`config.mk`:
```
export PLATFORM = sky130hd
export DESIGN_NAME = thcap_ctrl
export DESIGN_NICKNAME = d
export VERILOG_FILES = /design/src/sv/thcap_pkg.sv /design/src/sv/thcap_ctrl.sv
export SDC_FILE = /design/constraint.sdc
export NUM_CORES = 1
export LEC_CHECK = 0
export ABC_AREA = 1
export BUFFER_PORTS_ARGS = -buffer_cell sky130_fd_sc_hd__buf_2
export CAP_MARGIN = 20
export CORE_AREA = 4 4 41 43
export CTS_CLUSTER_DIAMETER = 50
export CTS_CLUSTER_SIZE = 25
export DETAILED_ROUTE_END_ITERATION = 10
export DIE_AREA = 0 0 45 47
export GPL_TIMING_DRIVEN = 0
export PLACE_DENSITY_LB_ADDON = 0.12
export SYNTH_ARGS = -nofsm -noshare
export SYNTH_HDL_FRONTEND = slang
export SYNTH_SLANG_ARGS = --single-unit
```
`constraint.sdc`:
```
create_clock -name clock -period 2.55 [get_ports clock]
set_clock_uncertainty 0.2 [all_clocks]
set_input_delay 0 -clock clock [delete_from_list [all_inputs] [get_ports clock]]
set_output_delay 0 -clock clock [all_outputs]
set_load 0.02 [all_outputs]
```
`src/sv/thcap_pkg.sv`:
```
// shared types, constants and lookup functions of the thermal level frequency capper
package thcap_pkg;

   // field widths
   localparam int TEMP_W      = 19;
   localparam int HYST_W      = 17;
   localparam int CPU_FREQ_W  = 22;
   localparam int TBL_VAL_W   = 32;
   localparam int TBL_IDX_W   = 4;
   localparam int TBL_SEL_W   = 2;
   localparam int LVL_W       = 3;
   localparam int PCT_W       = 7;
   localparam int PROD_W      = TBL_VAL_W + PCT_W;
   localparam int CSR_INDEX_W = 3;
   localparam int CSR_DATA_W  = 22;
   localparam int NUM_TABLES  = 3;

   // default table depth
   localparam int TABLE_DEPTH_DEF = 16;

   // operation codes
   localparam logic OP_SAMPLE = 1'b0;
   localparam logic OP_WRITE  = 1'b1;

   // table select codes
   localparam logic [TBL_SEL_W-1:0] TBL_GPU    = 2'd0;
   localparam logic [TBL_SEL_W-1:0] TBL_GPU_BW = 2'd1;
   localparam logic [TBL_SEL_W-1:0] TBL_DDR    = 2'd2;
   localparam logic [TBL_SEL_W-1:0] TBL_NONE   = 2'd3;

   // throttle levels
   localparam logic [LVL_W-1:0] LVL_NONE     = 3'd0;
   localparam logic [LVL_W-1:0] LVL_ONE      = 3'd1;
   localparam logic [LVL_W-1:0] LVL_TWO      = 3'd2;
   localparam logic [LVL_W-1:0] LVL_THREE    = 3'd3;
   localparam logic [LVL_W-1:0] LVL_EMERG    = 3'd4;
   localparam logic [LVL_W-1:0] LVL_UNKNOWN  = 3'd7;

   // register indexes
   localparam logic [CSR_INDEX_W-1:0] CSR_LEVEL1_THR = 3'd0;
   localparam logic [CSR_INDEX_W-1:0] CSR_LEVEL2_THR = 3'd1;
   localparam logic [CSR_INDEX_W-1:0] CSR_LEVEL3_THR = 3'd2;
   localparam logic [CSR_INDEX_W-1:0] CSR_LEVEL4_THR = 3'd3;
   localparam logic [CSR_INDEX_W-1:0] CSR_HYSTERESIS = 3'd4;
   localparam logic [CSR_INDEX_W-1:0] CSR_LITTLE_MAX = 3'd5;
   localparam logic [CSR_INDEX_W-1:0] CSR_BIG_MAX    = 3'd6;

   // register reset values
   localparam logic signed [TEMP_W-1:0] LEVEL1_THR_RST = 19'sd45000;
   localparam logic signed [TEMP_W-1:0] LEVEL2_THR_RST = 19'sd50000;
   localparam logic signed [TEMP_W-1:0] LEVEL3_THR_RST = 19'sd55000;
   localparam logic signed [TEMP_W-1:0] LEVEL4_THR_RST = 19'sd60000;
   localparam logic [HYST_W-1:0]        HYSTERESIS_RST = 17'd3000;
   localparam logic [CPU_FREQ_W-1:0]    LITTLE_MAX_RST = 22'd1843200;
   localparam logic [CPU_FREQ_W-1:0]    BIG_MAX_RST    = 22'd2208000;

   // controller to datapath commands
   typedef struct packed {
      logic sample;
      logic write;
      logic prep;
      logic scan_step;
      logic load;
   } cmd_type;

   // datapath to controller status
   typedef struct packed {
      logic changed;
      logic scan_last;
   } stat_type;

   // one result item
   typedef struct packed {
      logic [LVL_W-1:0]      level;
      logic [CPU_FREQ_W-1:0] little_cpu_cap;
      logic [CPU_FREQ_W-1:0] big_cpu_cap;
      logic [TBL_VAL_W-1:0]  gpu_cap;
      logic                  gpu_cap_valid;
      logic [TBL_VAL_W-1:0]  gpu_bw_cap;
      logic                  gpu_bw_cap_valid;
      logic [TBL_VAL_W-1:0]  ddr_cap;
      logic                  ddr_cap_valid;
   } result_type;

   // little cluster cap of a throttled level
   function automatic logic [CPU_FREQ_W-1:0] little_cap_of(input logic [LVL_W-1:0] lvl);
      logic [CPU_FREQ_W-1:0] cap;
      case (lvl)
         LVL_ONE:   cap = 22'd1401600;
         LVL_TWO:   cap = 22'd1113600;
         LVL_THREE: cap = 22'd998400;
         LVL_EMERG: cap = 22'd806400;
         default:   cap = '0;
      endcase
      return cap;
   endfunction

   // big cluster cap of a throttled level
   function automatic logic [CPU_FREQ_W-1:0] big_cap_of(input logic [LVL_W-1:0] lvl);
      logic [CPU_FREQ_W-1:0] cap;
      case (lvl)
         LVL_ONE:   cap = 22'd1804800;
         LVL_TWO:   cap = 22'd1401600;
         LVL_THREE: cap = 22'd1113600;
         LVL_EMERG: cap = 22'd902400;
         default:   cap = '0;
      endcase
      return cap;
   endfunction

   // percent of the table maximum allowed at a level
   function automatic logic [PCT_W-1:0] pct_of(input logic [LVL_W-1:0] lvl,
                                              input logic [TBL_SEL_W-1:0] sel);
      logic [PCT_W-1:0] pct;
      case (lvl)
         LVL_ONE:   pct = (sel == TBL_DDR) ? 7'd80 : 7'd85;
         LVL_TWO:   pct = (sel == TBL_DDR) ? 7'd65 : 7'd70;
         LVL_THREE: pct = (sel == TBL_DDR) ? 7'd50 : 7'd55;
         LVL_EMERG: pct = 7'd40;
         default:   pct = 7'd100;
      endcase
      return pct;
   endfunction

endpackage

```
`src/sv/thcap_ctrl.sv`:
```
// controller state machine: sequences level decision, table scan and result transfer
module thcap_ctrl (
   input  logic                clock,
   input  logic                reset,
   input  logic                req_valid,
   input  logic                req_operation,
   output logic                req_ready,
   input  logic                rsp_ready,
   output logic                rsp_valid,
   output thcap_pkg::cmd_type  cmd,
   input  thcap_pkg::stat_type stat
);
   import thcap_pkg::*;

   typedef enum logic [2:0] {
      ST_IDLE,
      ST_LEVEL,
      ST_PREP,
      ST_SCAN,
      ST_DRAIN,
      ST_FIN
   } state_type;

   state_type state_ff, state_in;
   logic      rsp_valid_ff, rsp_valid_in;

   // commands decoded from state
   always_comb begin
      cmd           = '0;
      cmd.sample    = (state_ff == ST_IDLE) && req_valid && (req_operation == OP_SAMPLE);
      cmd.write     = (state_ff == ST_IDLE) && req_valid && (req_operation == OP_WRITE);
      cmd.prep      = (state_ff == ST_PREP);
      cmd.scan_step = (state_ff == ST_SCAN);
      cmd.load      = (state_ff == ST_FIN) && (!rsp_valid_ff || rsp_ready);
   end

   // next state
   always_comb begin
      state_in = state_ff;
      unique case (state_ff)
         ST_IDLE:  if (cmd.sample) state_in = ST_LEVEL;
         ST_LEVEL: state_in = stat.changed ? ST_PREP : ST_IDLE;
         ST_PREP:  state_in = ST_SCAN;
         ST_SCAN:  if (stat.scan_last) state_in = ST_DRAIN;
         ST_DRAIN: state_in = ST_FIN;
         ST_FIN:   if (cmd.load) state_in = ST_IDLE;
         default:  state_in = ST_IDLE;
      endcase
   end

   // output register valid: set on load, cleared on transfer
   always_comb begin
      rsp_valid_in = rsp_valid_ff;
      if (cmd.load) begin
         rsp_valid_in = 1'b1;
      end else if (rsp_ready) begin
         rsp_valid_in = 1'b0;
      end
   end

   // state and registered outputs
   always_ff @(posedge clock) begin
      if (reset) begin
         state_ff     <= ST_IDLE;
         rsp_valid_ff <= 1'b0;
      end else begin
         state_ff     <= state_in;
         rsp_valid_ff <= rsp_valid_in;
      end
   end

   assign req_ready = (state_ff == ST_IDLE);
   assign rsp_valid = rsp_valid_ff;

endmodule

```
==> summary.txt <==
gp weighted congestion: 0.645
grt ovf: 0
Filler Cells Inserted: 149
Max Cap Viol: 0
WP data required: 2.46 ns
DRC: 0
maximum clock insertion buffer count: 2
busiest grt layer: met2
met2 Track Usage GR: 11.6%
cell count after synthesis: 40
Post-Syn Nets: 47
synth top area cells: dfxtp_1 (30%), a21oi_1 (13%), inv_1 (11%)
Top cell by count, worst path: dlygate4sd3_1
Iteration-0 DRC Markers: 6
Synth cell types: 14
yosys warns: 0
Die Footprint: 2120 µm²
Flop pwr share: 35.8%
first-pass GRT wire length: 1090 µm
CP arrival: 2.29 ns
initial antenna violation count: 0
Horiz. Die Dim: 45 µm
post-CTS sizing: 0
total CTS buffers: 3
fin nets: 72
vias per cell: 4.03
cell taking the most area after synthesis: dfxtp_1
First-pass DRT Iterations: 4
worst hold path type: in -> reg
CP max FO: 8
CTS clock-pin slew for the worst setup and hold paths: 0.04 ns
Post-Syn Area: 265 µm²
CP endpoint kind: register
pwr dens: 460 nW/µm²
FMAX: 420 MHz
Antenna Nets Post-Route: 0
share of layout cells above drive strength 1: 39.7%
CP max stage cell: dlygate4sd3_1
clock share of power: 37.8%
RSZ-0062 raised after global routing: false
Seq cells post-synth: 4
outcome: finished clean
Startpoint Class: register
worst setup path class: reg -> reg
core area: 1300 µm²
clock tree root driver cell: clkbuf_4
WL final: 658 µm
leakage power: 0.227 nW
slew margin rel.: 82.9%
GR Util met1: 8.18%
min cycle time layout: 2.38 ns
worst slew pin tran: 0.256 ns
Ports: 14
CTS sink cnt: 4
share of the synthesized area in the top cell type: 30.2%
final instance area: 442 µm²
placed instance area: 349 µm²
endpoints failing hold: 0
# diodes: 0
crit-path cells: buf_2 -> nor3_2 -> o21ai_2 -> dlygate4sd3_1 -> nand3_1 -> a21oi_1 -> dlygate4sd3_1
synthesis-to-layout area growth: 66.5%
max-slew violation count: 0
post-synthesis average cell area: 6.63 µm²
peak supply drop: 0.152 mV
dpl hpwl: 514 µm
sequential fraction of the synthesis area: 30.2%
largest net degree at the start of global routing: 9
vias in the first global route: 268
Net Sw Power: 59.0 µW
H-tree levels: 1
Final setup viols: 0
CP max stage delay: 0.58 ns
die height: 47 µm
final core occ: 33.9%
drt wl/cell: 8.44 µm
Global Route Usage Sum: 7.03%
Initial Util: 20.4%
# rows: 13
met3 Resource Use GR: 2.30%
via count: 314
setup TNS: 0 ns
setup ws final: 0.168 ns
Internal: 144 µW
Tcrit/Tclk final: 93.4%
worst-skew pair later-pin latency: 0.23 ns
number of port buffers: 13
combinational power share: 26.5%
pre-CTS setup slack: 1.28 ns
net switching fraction of the power: 29.1%
CTS tree: yes
[layout make-up]
cell class                 instances  area (µm²)  share of cell area [%]
buffer                             2        12.5                    2.83
clock buffer                       3        22.5                    5.10
inverter                           9        33.8                    7.65
multi-input combinational         25         139                    31.4
sequential                         4        80.1                    18.1
tap                               15        18.8                    4.25
timing repair buffer              20         135                    30.6
[metal layers]
metal	vias up	wire length (µm)
met3	0	20
li1	174	-
met5	-	0
met2	4	317
met4	0	0
met1	136	320
[power by group through the flow]
stage	Sequential, mW	Combinational, mW	Clock, mW
after floorplan	0.0724	0.0300	0
after global placement	0.0744	0.0454	0
after detailed placement	0.0738	0.0453	0
after CTS	0.0727	0.0542	0.0804
after global routing	0.0734	0.0591	0.0830
final	0.0726	0.0537	0.0767
[worst paths after layout]
| check | start | endpoint | slack (ns) | depth (start not counted) |
|---|---|---|---|---|
| max reg2reg | state_ff[2] | state_ff[2] | 0.17 | 7 |
| min | rsp_ready | state_ff[0] | 0.07 | 6 |
| max | state_ff[2] | state_ff[2] | 0.17 | 7 |
| min reg2reg | state_ff[1] | state_ff[1] | 0.46 | 4 |
[Yosys cell counts]
cell,instances
inv_1,8
a21oi_1,7
dfxtp_1,4
nand2_1,4
nand3_1,4
nor2_1,2
nor2_2,2
nor3_1,2
nor3_2,2
buf_2,1
buf_4,1
inv_2,1
nand3_2,1
o21ai_2,1
[placed cells by master (no fill, tap or decap), drive strengths merged]
cell / Yosys / final
buf: 2 / 15
inv: 9 / 9
a21oi: 7 / 7
dlygate4sd3: 0 / 7
nand3: 5 / 5
nand2: 4 / 4
dfxtp: 4 / 4
nor3: 4 / 4
nor2: 4 / 4
clkbuf: 0 / 3
o21ai: 1 / 1
[stage by stage]
stage / cells / hold WS (ns) / power (mW)
floorplan: 40 / -0.131 / 0.102
global placement: 68 / 0.0226 / 0.120
detailed placement: 68 / 0.0171 / 0.119
CTS: 78 / 0.0627 / 0.207
global route: 78 / 0.126 / 0.216
finish: 78 / 0.0683 / 0.203
[critical path: cells and delay by family, from the launching register on]
family | cells | cell delay [ns]
buffers and inverters | 3 | 1.30
and+or+nand+nor | 2 | 0.36
AOI/OAI and AO/OA | 2 | 0.14
DFF | 1 | 0.28
[what timing repair did]
action,in CTS,in global routing
endpoints found under the hold margin,4,0
buffers inserted,0,0
hold buffers,7,0
endpoints found under the setup margin,0,0
[state kept, by name (all words and copies together), names as in the netlist]
name       count
rsp_valid      1
state_ff       3
[kinds of logic after synthesis]
kind of cell	after synthesis	synth area share, %
simple gates	17	35.8
buf+inv	11	17.5
compound gates	8	16.5
flops	4	30.2
(Power assumes the default switching activity.)
